`src/hdl/wpdh_ram.sv`:
```
// ----------------------------------------------------------------------------
// Generic RAM
// Single write port, one read port with registered read data.
// ----------------------------------------------------------------------------
module wpdh_ram #(
  parameter int Width = 8,
  parameter int Depth = 16
) (
  input  logic                     clk,
  input  logic                     we,
  input  logic [$clog2(Depth)-1:0] waddr,
  input  logic [Width-1:0]         wdata,
  input  logic [$clog2(Depth)-1:0] raddr,
  output logic [Width-1:0]         rdata
);

  logic [Width-1:0] mem [Depth];

  always_ff @(posedge clk) begin
    if (we) begin
      mem[waddr] <= wdata;
    end
    rdata <= mem[raddr];
  end

endmodule

```
`config.mk`:
```
export PLATFORM = sky130hd
export DESIGN_NAME = wpdh_ram
export DESIGN_NICKNAME = d
export VERILOG_FILES = /design/src/hdl/wpdh_ram.sv
export SDC_FILE = /design/constraint.sdc
export NUM_CORES = 1
export LEC_CHECK = 0
export BUFFER_PORTS_ARGS = -buffer_cell sky130_fd_sc_hd__buf_2
export CORE_ASPECT_RATIO = 0.8
export CORE_MARGIN = 5
export CORE_UTILIZATION = 45
export DETAILED_ROUTE_END_ITERATION = 8
export GPL_TIMING_DRIVEN = 1
export SYNTH_ARGS = -nofsm -noshare
export SYNTH_HDL_FRONTEND = slang
export SYNTH_SLANG_ARGS = --single-unit
```
`constraint.sdc`:
```
create_clock -name clk -period 3.5 [get_ports clk]
set_clock_uncertainty 0.2 [all_clocks]
set_input_delay 0.35 -clock clk [delete_from_list [all_inputs] [get_ports clk]]
set_output_delay 0.35 -clock clk [all_outputs]
set_load 0.02 [all_outputs]
```
* Word level (Yosys, flattened, before mapping)
Memories as Yosys holds them, arrays and structs flattened. A register that Yosys moved wholly into a read port is not among the register bits.
Index checks and enable logic that the tools add are counted.
** Operators by class
- Muxes and demuxes :: 2
** Operators by type and width (number)
- two-way mux 1 bit :: 2
** Word-level totals
- Memories kept :: 1
- Register bits after elaboration :: 0
- Memory bits (writable) :: 128
** Memory list
- mem :: words 16, bits a word 8, rd ports 1, clocked after memory_dff 1, wr ports 1, RTL line 17 : logic [Width-1:0] mem [Depth];

* Depth between registers and ports, before layout
- Word-level depth :: 2
- Mapped depth :: 5

* Worst setup path before layout
Ideal clock, no wire load.
- Path kind :: in2reg
- Start point :: input port waddr[2]
- End point :: memory mem[0][0], enable pin
- Stages :: 2
- Data arrival time :: 1460 ps
- Path slack :: 1457 ps
- Buffers on the path :: 0
- Cells stage by stage :: or3b_2 -> nor3_1
** RTL lines
- start: declaration :: RTL line 11 : input logic [$clog2(Depth)-1:0] waddr,
- end: declaration :: RTL line 17
No word-level cell before the write port.

==> results.tsv <==
stage	metric	value	unit
logic_synthesis	ys.flop_type	edfxtp_1	
critical_path	cp_max_fo	21	
clock_network	cts_setup_buffers	0	
logic_synthesis	synthArstFlopShare	0	
routing	vias_per_cell	5.45	
timing	slew_violations	0	
cells_and_area	fin_cells	432	
global_routing	grt_pass1_wl	14800	um
critical_path	cp-end-kind	register	
place	place_hpwl	6090	um
global_routing	antenna_found_initial	0	
place	port_buffers	25	
routing	drtPass1Iterations	4	
logic_synthesis	seq_area_frac_synth	0.778	
timing	period_share	0.534	
die	num_io_pins	26	
clock_network	postCtsHoldBufs	0	
die	initial_utilization	0.454	
place	routabilityCongestion	0.684	
global_routing	grt_max_degree	33	
pwr	power_density	647	nW/um2
logic_synthesis	syn-instance-count	229	
run_status	outcome	finished, final reports clean	
pwr	intPower	3.19	mW
timing	setup_viol	0	
critical_path	slowest_stage	mux4_1	
timing	final.setup.tns	0	ns
global_routing	grt.overflow.total	0	
clock_network	htreeDepth	4	
critical_path	max_stage_delay	0.59	ns
timing	relSlewSlack	0.344	
place	dpl_cell_area	5440	um2
die	die_w	130	um
cells_and_area	final_area	6100	um2
critical_path	cp_top_family	buffers and inverters	
clock_network	clkTransAtPathRegs	0.06	ns
critical_path	worst-setup-path-type	input port to register	
logic_synthesis	synthTopCellsByArea	edfxtp_1, mux4_2, mux4_1	
global_routing	grt_pass1_vias	2466	
pwr	seqPwrFrac	0.464	
critical_path	start_kind	input port	
logic_synthesis	syn_nets	247	
timing	rsz0062_at_grt	no	
pwr	switchingPower	0.757	mW
routing	drc	0	
cells_and_area	area_growth	18.4	%
run	max-cap-violations	0	
logic_synthesis	syn_area	5150	um2
logic_synthesis	ys_types	19	
timing	min_period	1.87	ns
clock_network	cts_buffers	17	
clock_network	clockRootBuffer	clkbuf_16	
timing	finalHoldViolCount	0	
place	placed_cells	400	
pwr	power_leakage	2.05	nW
clock_network	cts_buffer_depth	2	
logic_synthesis	post-synth-top-count-cell	edfxtp_1	
routing	totalWireLength	9730	um
logic_synthesis	synth_top_area_share	0.747	
routing	antenna_left	0	
hold_path	hold_path_class	input port to register	
logic_synthesis	synth_top_area_cell	edfxtp_1	
cells_and_area	antennaDiodeCount	0	
logic_synthesis	ys_ff_latch	136	
logic_synthesis	ys_warn_count	0	
timing	fmax	535	MHz
routing	vias	2355	
critical_path	critPathRequiredTime	3.58	ns
cells_and_area	nets	289	
die	core_area	11300	um2
clock_network	cts_sinks	136	
pwr	switching_share	0.192	
critical_path	worstPathBufferInverterCount	2	
clock_network	ctsResizeCount	0	
logic_synthesis	synth_edf_count	128	
pwr	power_frac_clock	0.492	
critical_path	cp_data_arrival_time	1.95	ns
routing	drt_iter0_drc	184	
global_routing	groute.usage.overall	0.153	
die	rows	35	
pwr	peakVddDrop	0.000392	V
die	die_h	106	um
logic_synthesis	synth_common_cells	edfxtp_1, mux4_2, a22oi_1, mux4_1, nor2_1	
logic_synthesis	avgSynthCellArea	22.5	um2
die	fp.dieArea	13700	um2
clock_network	cts_tree	built	
timing	worst_pin_slew	0.981	ns
pwr	combPwrFrac	0.044	
cells_and_area	nFillCells	871	
critical_path	crit_chain	buf_2 > buf_12 > mux4_1 > a22oi_1 > nand2_1	
cells_and_area	drive_above_1_share	0.292	
clock_network	clk_latency	0.41	ns
routing	routedWlPerCell	22.5	um
[placed cells by master (no fill, tap or decap)]
cell,instances
edfxtp_1,128
buf_2,25
mux4_2,18
clkbuf_16,17
a22oi_1,16
mux4_1,14
nor2_1,13
nand2_1,9
dfxtp_1,8
buf_4,7
bufinv_16,5
nor3_1,4
clkinvlp_4,3
clkinv_2,3
nand3b_1,2
nand2b_1,2
clkbuf_8,2
nor2b_1,1
and2_1,1
and2b_1,1
nand3_1,1
or3b_2,1
inv_6,1
clkbuf_1,1
buf_12,1
[final cells by class]
class / count / area, um2 / area share
clock buffer: 20 / 457 / 0.0749
sequential: 136 / 4000 / 0.657
timing repair buffer: 33 / 198 / 0.0324
multi-input combinational: 83 / 1060 / 0.173
clock inverter: 12 / 196 / 0.0322
tap: 148 / 185 / 0.0304
[cell families after synthesis]
logic type / Yosys count / synth area share
DFF: 136 / 0.778
and+or+nand+nor: 35 / 0.0318
muxes: 32 / 0.150
AOI/OAI and AO/OA: 16 / 0.0233
buffers and inverters: 10 / 0.0168
[sequential cells by signal, summed over array words and instances (netlist names)]
| register | cells |
|---|---|
| mem | 128 |
| rdata | 8 |
[worst paths after layout]
path / startpoint / endpoint / slack [ns] / depth (start not counted)
hold / removal: wdata[6] / mem[12][6] / 0.13 / 1
setup / recovery: raddr[0] / rdata[2] / 1.63 / 5
hold reg to reg: mem[7][1] / rdata[1] / 0.47 / 3
setup reg to reg: mem[9][6] / rdata[6] / 1.90 / 3
[per-stage QoR]
stage	hold WS (ns)	total power, mW	setup slack [ns]	util
after floorplan	0.249	1.97	1.46	-
after global placement	0.453	2.04	1.20	0.480
after detailed placement	0.460	2.04	1.16	0.480
after CTS	0.118	3.98	1.60	0.538
after global routing	0.119	4.07	1.50	0.538
final	0.131	3.95	1.63	0.538
[worst reg2reg max path, delay by kind of cell (launching register included)]
kind            cells  cell delay (ns)
compound gates      1             0.24
mux                 1             0.48
simple gates        1             0.16
flops               1             0.36
[per-layer routing]
layer,share of wire,track usage,up-vias
li1,-,-,1057
met1,0.47,0.221,1235
met2,0.47,0.223,56
met3,0.053,0.0527,7
met4,0.0065,0.0423,0
met5,0,0,-
[power groups by stage]
| stage | sequential, mW | clock (mW) | combinational (mW) |
|---|---|---|---|
| after CTS | 1.83 | 1.97 | 0.177 |
| after global routing | 1.83 | 2.04 | 0.187 |
| final | 1.83 | 1.94 | 0.173 |
| after detailed placement | 1.87 | 0 | 0.176 |
| after floorplan | 1.88 | 0 | 0.0924 |
| after global placement | 1.86 | 0 | 0.174 |
(Power assumes the default switching activity.)
