**src/hdl/wpdh_pkg.sv**
```systemverilog
// ----------------------------------------------------------------------------
// Weighted pair distance histogram package
// Shared types and constants for the histogram engine.
// ----------------------------------------------------------------------------
package wpdh_pkg;

  localparam int MaxPoints = 1024;
  localparam int NumBins   = 1024;
  localparam int PtIdxW    = $clog2(MaxPoints);
  localparam int CntW      = PtIdxW + 1;
  localparam int BinIdxW   = $clog2(NumBins);
  localparam int CoordW    = 24;
  localparam int WeightW   = 16;
  localparam int ValW      = 48;
  localparam int PointW    = 3 * CoordW + WeightW;

  localparam logic [1:0] ReqLoad    = 2'd0;
  localparam logic [1:0] ReqCompute = 2'd1;
  localparam logic [1:0] ReqRead    = 2'd2;
  localparam logic [1:0] ReqClear   = 2'd3;

  localparam logic [1:0] CfgSelfMode  = 2'd0;
  localparam logic [1:0] CfgBinWidth  = 2'd1;
  localparam logic [1:0] CfgBinsInUse = 2'd2;

  typedef enum logic [3:0] {
    ST_IDLE,
    ST_CLEAR,
    ST_FETCH,
    ST_WAIT,
    ST_DIFF,
    ST_SQUARE,
    ST_SQRT,
    ST_DIV,
    ST_RDBIN,
    ST_WRBIN,
    ST_READ,
    ST_OUT
  } state_t;

endpackage

```
**src/hdl/wpdh_sqrt.sv**
```systemverilog
// ----------------------------------------------------------------------------
// Iterative integer square root and divider
// One shared shift-subtract unit: a 32-step square root of a 64-bit value,
// then a 32-step restoring division of the root by the bin width.
// ----------------------------------------------------------------------------
module wpdh_sqrt
  import wpdh_pkg::*;
(
  input  logic        clk,
  input  logic        rst,
  input  logic        start,
  input  logic [63:0] radicand,
  input  logic [15:0] divisor,
  output logic        done,
  output logic [31:0] quotient
);

  logic        busy;
  logic        phase;   // 0 square root, 1 division
  logic [5:0]  step;
  logic [63:0] rem;
  logic [65:0] acc;
  logic [31:0] root;
  logic [31:0] q;
  logic [32:0] drem;

  logic [65:0] trial;
  logic [65:0] shifted;
  logic [32:0] dshift;

  assign shifted = {acc[63:0], rem[63:62]};
  assign trial   = {32'd0, root, 2'b01};
  assign dshift  = {drem[31:0], q[31]};

  always_ff @(posedge clk) begin
    if (rst) begin
      busy <= 1'b0;
      done <= 1'b0;
    end else begin
      done <= 1'b0;
      if (start) begin
        busy  <= 1'b1;
        phase <= 1'b0;
        step  <= 6'd0;
        rem   <= radicand;
        acc   <= '0;
        root  <= '0;
      end else if (busy) begin
        step <= step + 6'd1;
        if (!phase) begin
          rem <= {rem[61:0], 2'b00};
          if (shifted >= trial) begin
            acc  <= shifted - trial;
            root <= {root[30:0], 1'b1};
          end else begin
            acc  <= shifted;
            root <= {root[30:0], 1'b0};
          end
          if (step == 6'd31) begin
            phase <= 1'b1;
            step  <= 6'd0;
            q     <= (shifted >= trial) ? {root[30:0], 1'b1} : {root[30:0], 1'b0};
            drem  <= '0;
          end
        end else begin
          if (dshift >= {17'd0, divisor}) begin
            drem <= dshift - {17'd0, divisor};
            q    <= {q[30:0], 1'b1};
          end else begin
            drem <= dshift;
            q    <= {q[30:0], 1'b0};
          end
          if (step == 6'd31) begin
            busy <= 1'b0;
            done <= 1'b1;
          end
        end
      end
    end
  end

  assign quotient = q;

endmodule

```
**config.mk**
```make
export PLATFORM = sky130hd
export DESIGN_NAME = wpdh_sqrt
export DESIGN_NICKNAME = d
export VERILOG_FILES = /design/src/hdl/wpdh_pkg.sv /design/src/hdl/wpdh_sqrt.sv
export SDC_FILE = /design/constraint.sdc
export NUM_CORES = 1
export LEC_CHECK = 0
export BUFFER_PORTS_ARGS = -buffer_cell sky130_fd_sc_hd__buf_2
export CORE_MARGIN = 2
export CORE_UTILIZATION = 55
export CTS_CLUSTER_DIAMETER = 100
export DETAILED_ROUTE_END_ITERATION = 6
export HOLD_SLACK_MARGIN = 0.02
export PLACE_DENSITY = 0.74
export SLEW_MARGIN = 20
export SYNTH_ARGS = -nofsm -noshare
export SYNTH_HDL_FRONTEND = slang
export SYNTH_SLANG_ARGS = --single-unit
export TNS_END_PERCENT = 10
```
**constraint.sdc**
```tcl
create_clock -name clk -period 7.7 [get_ports clk]
set_input_delay 0.77 -clock clk [delete_from_list [all_inputs] [get_ports clk]]
set_output_delay 0.77 -clock clk [all_outputs]
set_load 0.05 [all_outputs]
```
; ---- Yosys cells after proc, flatten, opt, wreduce, memory -nomap -nowiden
; Cells that the tools add are included.
[totals]
reg_bits = 233
in_bits = 83
output_inout_bits = 33
word_cells = 51
[op_classes]
addsub = 3
magnitude_cmp = 2
eq_ne = 2
mux = 25
bitwise_logic = 4
reduce_logical = 6
[op_table]
columns = op, n
row1 = 2-to-1 mux 64 bit, 6
row2 = 2-to-1 mux 32 bit, 7
row3 = greater-or-equal comparator 66 x 34 -> 1 bit, 1
row4 = subtractor 64 x 34 -> 64 bit, 1
row5 = greater-or-equal comparator 33 x 16 -> 1 bit, 1
row6 = subtractor 32 x 16 -> 32 bit, 1
row7 = 2-to-1 mux 6 bit, 3
row8 = 2-to-1 mux 1 bit, 9
row9 = "adder 6 x 1 -> 6 bit, second input constant", 1
row10 = "equality test 6 x 5 -> 1 bit, second input constant", 1
row11 = inverter 1 bit, 4
row12 = AND reduction 4 bit, 1
row13 = nonzero test 2 bit, 2
row14 = OR reduction 4 bit, 1
row15 = AND reduction 3 bit, 1
row16 = "inequality test 2 bit, second input constant", 1
row17 = AND reduction 2 bit, 1

; ---- Logic depth before layout (Yosys ltp)
[logic_depth]
word_depth = 5
mapped_depth = 15
mapped_depth_nobuf = 12

; ---- Worst setup path before layout
; Ideal clock, no wire load.
[synth_timing]
path_kind = input to register
start = input start
end = register acc[0] (enable)
setup_time_ns = 0.539
arrival_ns = 5.466
required_ns = 7.161
path_slack_ns = 1.695
path_stages = 5
n_path_buf = 2
cell_sequence = clkbuf_1 > clkbuf_1 > nor2_1 > nor2_1 > and2_1
[synth_via]
elab_chain_len = 2
word_cells_on_any_way = 3
classes_between = eq/ne (1) / reduce/logical (2)
[synth_lines]
columns = element, line
row1 = "start, declared", wpdh_sqrt.sv:11  ; input logic start,
row2 = inequality test 2 bit (no source line) or nonzero test 2 bit (tied branches), --
row3 = AND reduction 3 bit (no source line) *, --
row4 = "end signal, assigned", wpdh_sqrt.sv:53  ; acc <= shifted - trial;
row5 = "end signal, assigned", wpdh_sqrt.sv:56  ; acc <= shifted;
row6 = "end, declared", wpdh_sqrt.sv:22  ; logic [65:0] acc;
; Mark *: on every way between the ends. The rest lies on a longest branch, timed or not.
; A chain may end at the register's enable or synchronous reset.

; ---- Final worst setup path
[layout_timing]
start = register acc[54]
end = register acc[27], data pin
[layout_via]
elab_chain_len = 4
[layout_lines]
columns = element, line
row1 = greater-or-equal comparator 66 x 34 -> 1 bit, wpdh_sqrt.sv:52  ; if (shifted >= trial) begin
row2 = 2-to-1 mux 64 bit, wpdh_sqrt.sv:52
row3 = 2-to-1 mux 64 bit, wpdh_sqrt.sv:50  ; if (!phase) begin
row4 = 2-to-1 mux 64 bit, wpdh_sqrt.sv:48  ; end else if (busy) begin
; No other way between the ends. The select of a mux whose other input is x is not followed.

==> metrics.txt <==
outcome completed; Post-Syn Instances 1280; CP Data Arrival Time 4.14 ns; Syn Std Cell Area 13500 um2; crit-path max FO 14; Netlist cell types 75; Setup Skew 0.0133 ns; CP Class reg -> reg; routability cong. 0.849; synth warn 0; startpoint class of the critical path flip-flop; GR Util met2 36.6%; Clk Latency, worst-skew pair 0.54 ns; CP Data Required Time 7.99 ns; Core ar. 24200 um2; drt via density 5.85; initial antenna violation count 2; post_cts resized 0; hold buffers post-CTS 0; TritonCTS clock tree built; sequential area share after synthesis 51.6%; Post-Route WL 29500 um; Top Ports 116; TritonRoute pass-1 iters 6; cell row count 57; Max Buffers Root-to-Sink 3; setup slack at placement 3.72 ns; Reg clk slew, reported paths 0.06 ns; Syn Nets 1415; VDD IR max 185 uV; Tcrit/Tclk final 50.0%; Die Ht 161 um; R2R Setup Slk 3.85 ns; largest net degree at the start of global routing 90; Initial DRC Count 846; clock sink count 233; Hold Crit Class in -> reg; max-cap violations 0; share of layout cells above drive strength 1 18.2%; EDFF count, synth 231; PwrDens 214 nW/um2; max_slew headroom 25.9%; Leak 0.00567 uW; Final Max Slew Viols 0; placed wire-length estimate 20600 um; post-route setup slack 3.85 ns; H-tree depth 1; Final Critical Period 3.85 ns; residual DRC count 0; vias in the first global route 9684; Final Setup Violations 0; fmax 260 MHz; setup TNS 0 ns; WHS Path Cells 2; Root Driver clkbuf_16; # nets final 1507; Worst Max-Slew Pin Slew 1.11 ns; PortBufs 115; Die X 161 um; CTS buffer count 26; Yosys reg bits 233; CP endpoint kind flip-flop; Avg WL per Cell 17.2 um; gr busiest metal met2; first-pass GRT wire length 48400 um; Post-CTS Setup Repair Bufs 0; met3 Use GR 4.55%; Syn Area/Cell 10.6 um2; Reg2Reg Depth 10; vias post-DR 10000; setup repair after global routing missed its margin no; Synth async-reset ratio 0%; initial cell density of the core 55.7%; antenna viol nets, final 0; ANT cells 0; area of the die 25800 um2; main flop type after synthesis edfxtp_1; GRT Residual Overflow 0; met1 Use GR 32.3%; Area Overhead vs Synth 12.0%; Final Hold Vio Count 0; All-Layer GR Usage 22.7%
[cell usage in the layout (no fill, tap or decap), types with 12 or more instances in the layout]
cell | Yosys | final
o21a_1 | 12 | 12
nand2_1 | 122 | 122
nand2b_1 | 13 | 13
buf_2 | 20 | 114
a211oi_1 | 16 | 16
clkbuf_16 | 0 | 26
nand3_1 | 30 | 30
o211ai_1 | 13 | 13
a21oi_1 | 97 | 97
nor2_1 | 135 | 134
xor2_1 | 17 | 17
nor4_1 | 13 | 13
a21o_1 | 21 | 21
or3_1 | 22 | 22
mux2_2 | 67 | 67
o21ai_0 | 74 | 74
nor3_1 | 14 | 14
o31ai_1 | 13 | 13
ha_1 | 51 | 51
edfxtp_1 | 231 | 231
or4_1 | 12 | 12
nor2b_1 | 19 | 19
inv_1 | 66 | 66
xnor2_1 | 40 | 40
[cells in the mapped netlist, types with 3 or more instances]
cell type / n / area, um2
a2111oi_0: 3 / 26.3
a211oi_1: 16 / 120
a21boi_0: 4 / 30.0
a21o_1: 21 / 158
a21oi_1: 97 / 485
a31oi_1: 6 / 37.5
and2_1: 10 / 62.6
and3_1: 6 / 37.5
buf_2: 20 / 100
buf_6: 3 / 33.8
clkbuf_1: 36 / 135
edfxtp_1: 231 / 6940
ha_1: 51 / 638
inv_1: 66 / 248
mux2_2: 67 / 754
mux2i_1: 9 / 90.1
nand2_1: 122 / 458
nand2b_1: 13 / 81.3
nand3_1: 30 / 150
nand4_1: 9 / 56.3
nand4b_1: 4 / 35.0
nor2_1: 135 / 507
nor2b_1: 19 / 119
nor3_1: 14 / 70.1
nor3b_1: 5 / 37.5
nor4_1: 13 / 81.3
o211ai_1: 13 / 97.6
o21a_1: 12 / 90.1
o21ai_0: 74 / 370
o21ai_1: 3 / 15.0
o21bai_1: 9 / 67.6
o31ai_1: 13 / 97.6
or2_2: 9 / 56.3
or3_1: 22 / 138
or4_1: 12 / 90.1
xnor2_1: 40 / 350
xor2_1: 17 / 149
[worst paths after layout]
kind                    startpoint                    end
max          acc[54]$_SDFFCE_PP0P_  acc[27]$_SDFFCE_PP0P_
min                            rst        done$_SDFF_PP0_
max reg2reg  acc[54]$_SDFFCE_PP0P_  acc[27]$_SDFFCE_PP0P_
min reg2reg        busy$_SDFF_PP0_        done$_SDFF_PP0_
[final cells by class]
cell class,count,area (um2)
fill,2015,9130
sequential,233,6980
multi-input combinational,920,6020
clock buffer,30,666
timing repair buffer,124,649
tap,324,405
inverter,67,251
clock inverter,15,158
[sequential cells by signal (all words and copies together), names as in the netlist]
register,flops
acc,64
busy,1
done,1
drem,32
phase,1
quotient,32
rem,64
root,32
step,6
[per-stage QoR]
stage,hold WS (ns),instance area (um2),cells,power [uW],utilization [%]
5_1_grt,0.456,15100,1713,3370,62.4
3_3_place_gp,0.513,14300,1668,2020,59.0
4_1_cts,0.464,15100,1713,3250,62.4
3_5_place_dp,0.517,14300,1668,2040,59.0
6_report,0.462,15100,1713,3230,62.4
2_1_floorplan,0.468,13500,1280,1920,-
[routing by layer]
layer / part of all wire, % / up-vias
li1: - / 4877
met2: 46 / 326
met3: 7.1 / 43
met1: 46 / 4779
met4: 1.6 / 2
met5: 0.044 / -
[worst max-delay path, cell delays in order, from the launching register on]
cell and delay, ns:
edfxtp_1 0.42, nor3_1 0.27, nand2b_1 0.18, nor4_1 0.44, nor3b_1 0.47, o211ai_1 0.18
nand2b_1 0.35, nor2_2 0.60, buf_4 0.35, nor2_1 0.10, a21o_1 0.22
[report_power, final]
group	internal, uW	switching, uW	total, uW
clock network	716	502	1220
logic	205	293	498
registers	1480	36.2	1520
[cells by family (layout without fill, tap and decap cells)]
group / Yosys count / after routing / synth area share [%]
AO/OA/AOI/OAI: 298 / 298 / 13.8
XOR/XNOR: 57 / 57 / 3.70
adder cells (fa/ha/maj): 52 / 52 / 4.87
buffers and inverters: 127 / 236 / 3.88
flip-flops: 233 / 233 / 51.6
multiplexers: 76 / 76 / 6.25
AND/OR/NAND/NOR: 437 / 437 / 15.9
No activity file was read; power rests on OpenSTA's default activity.
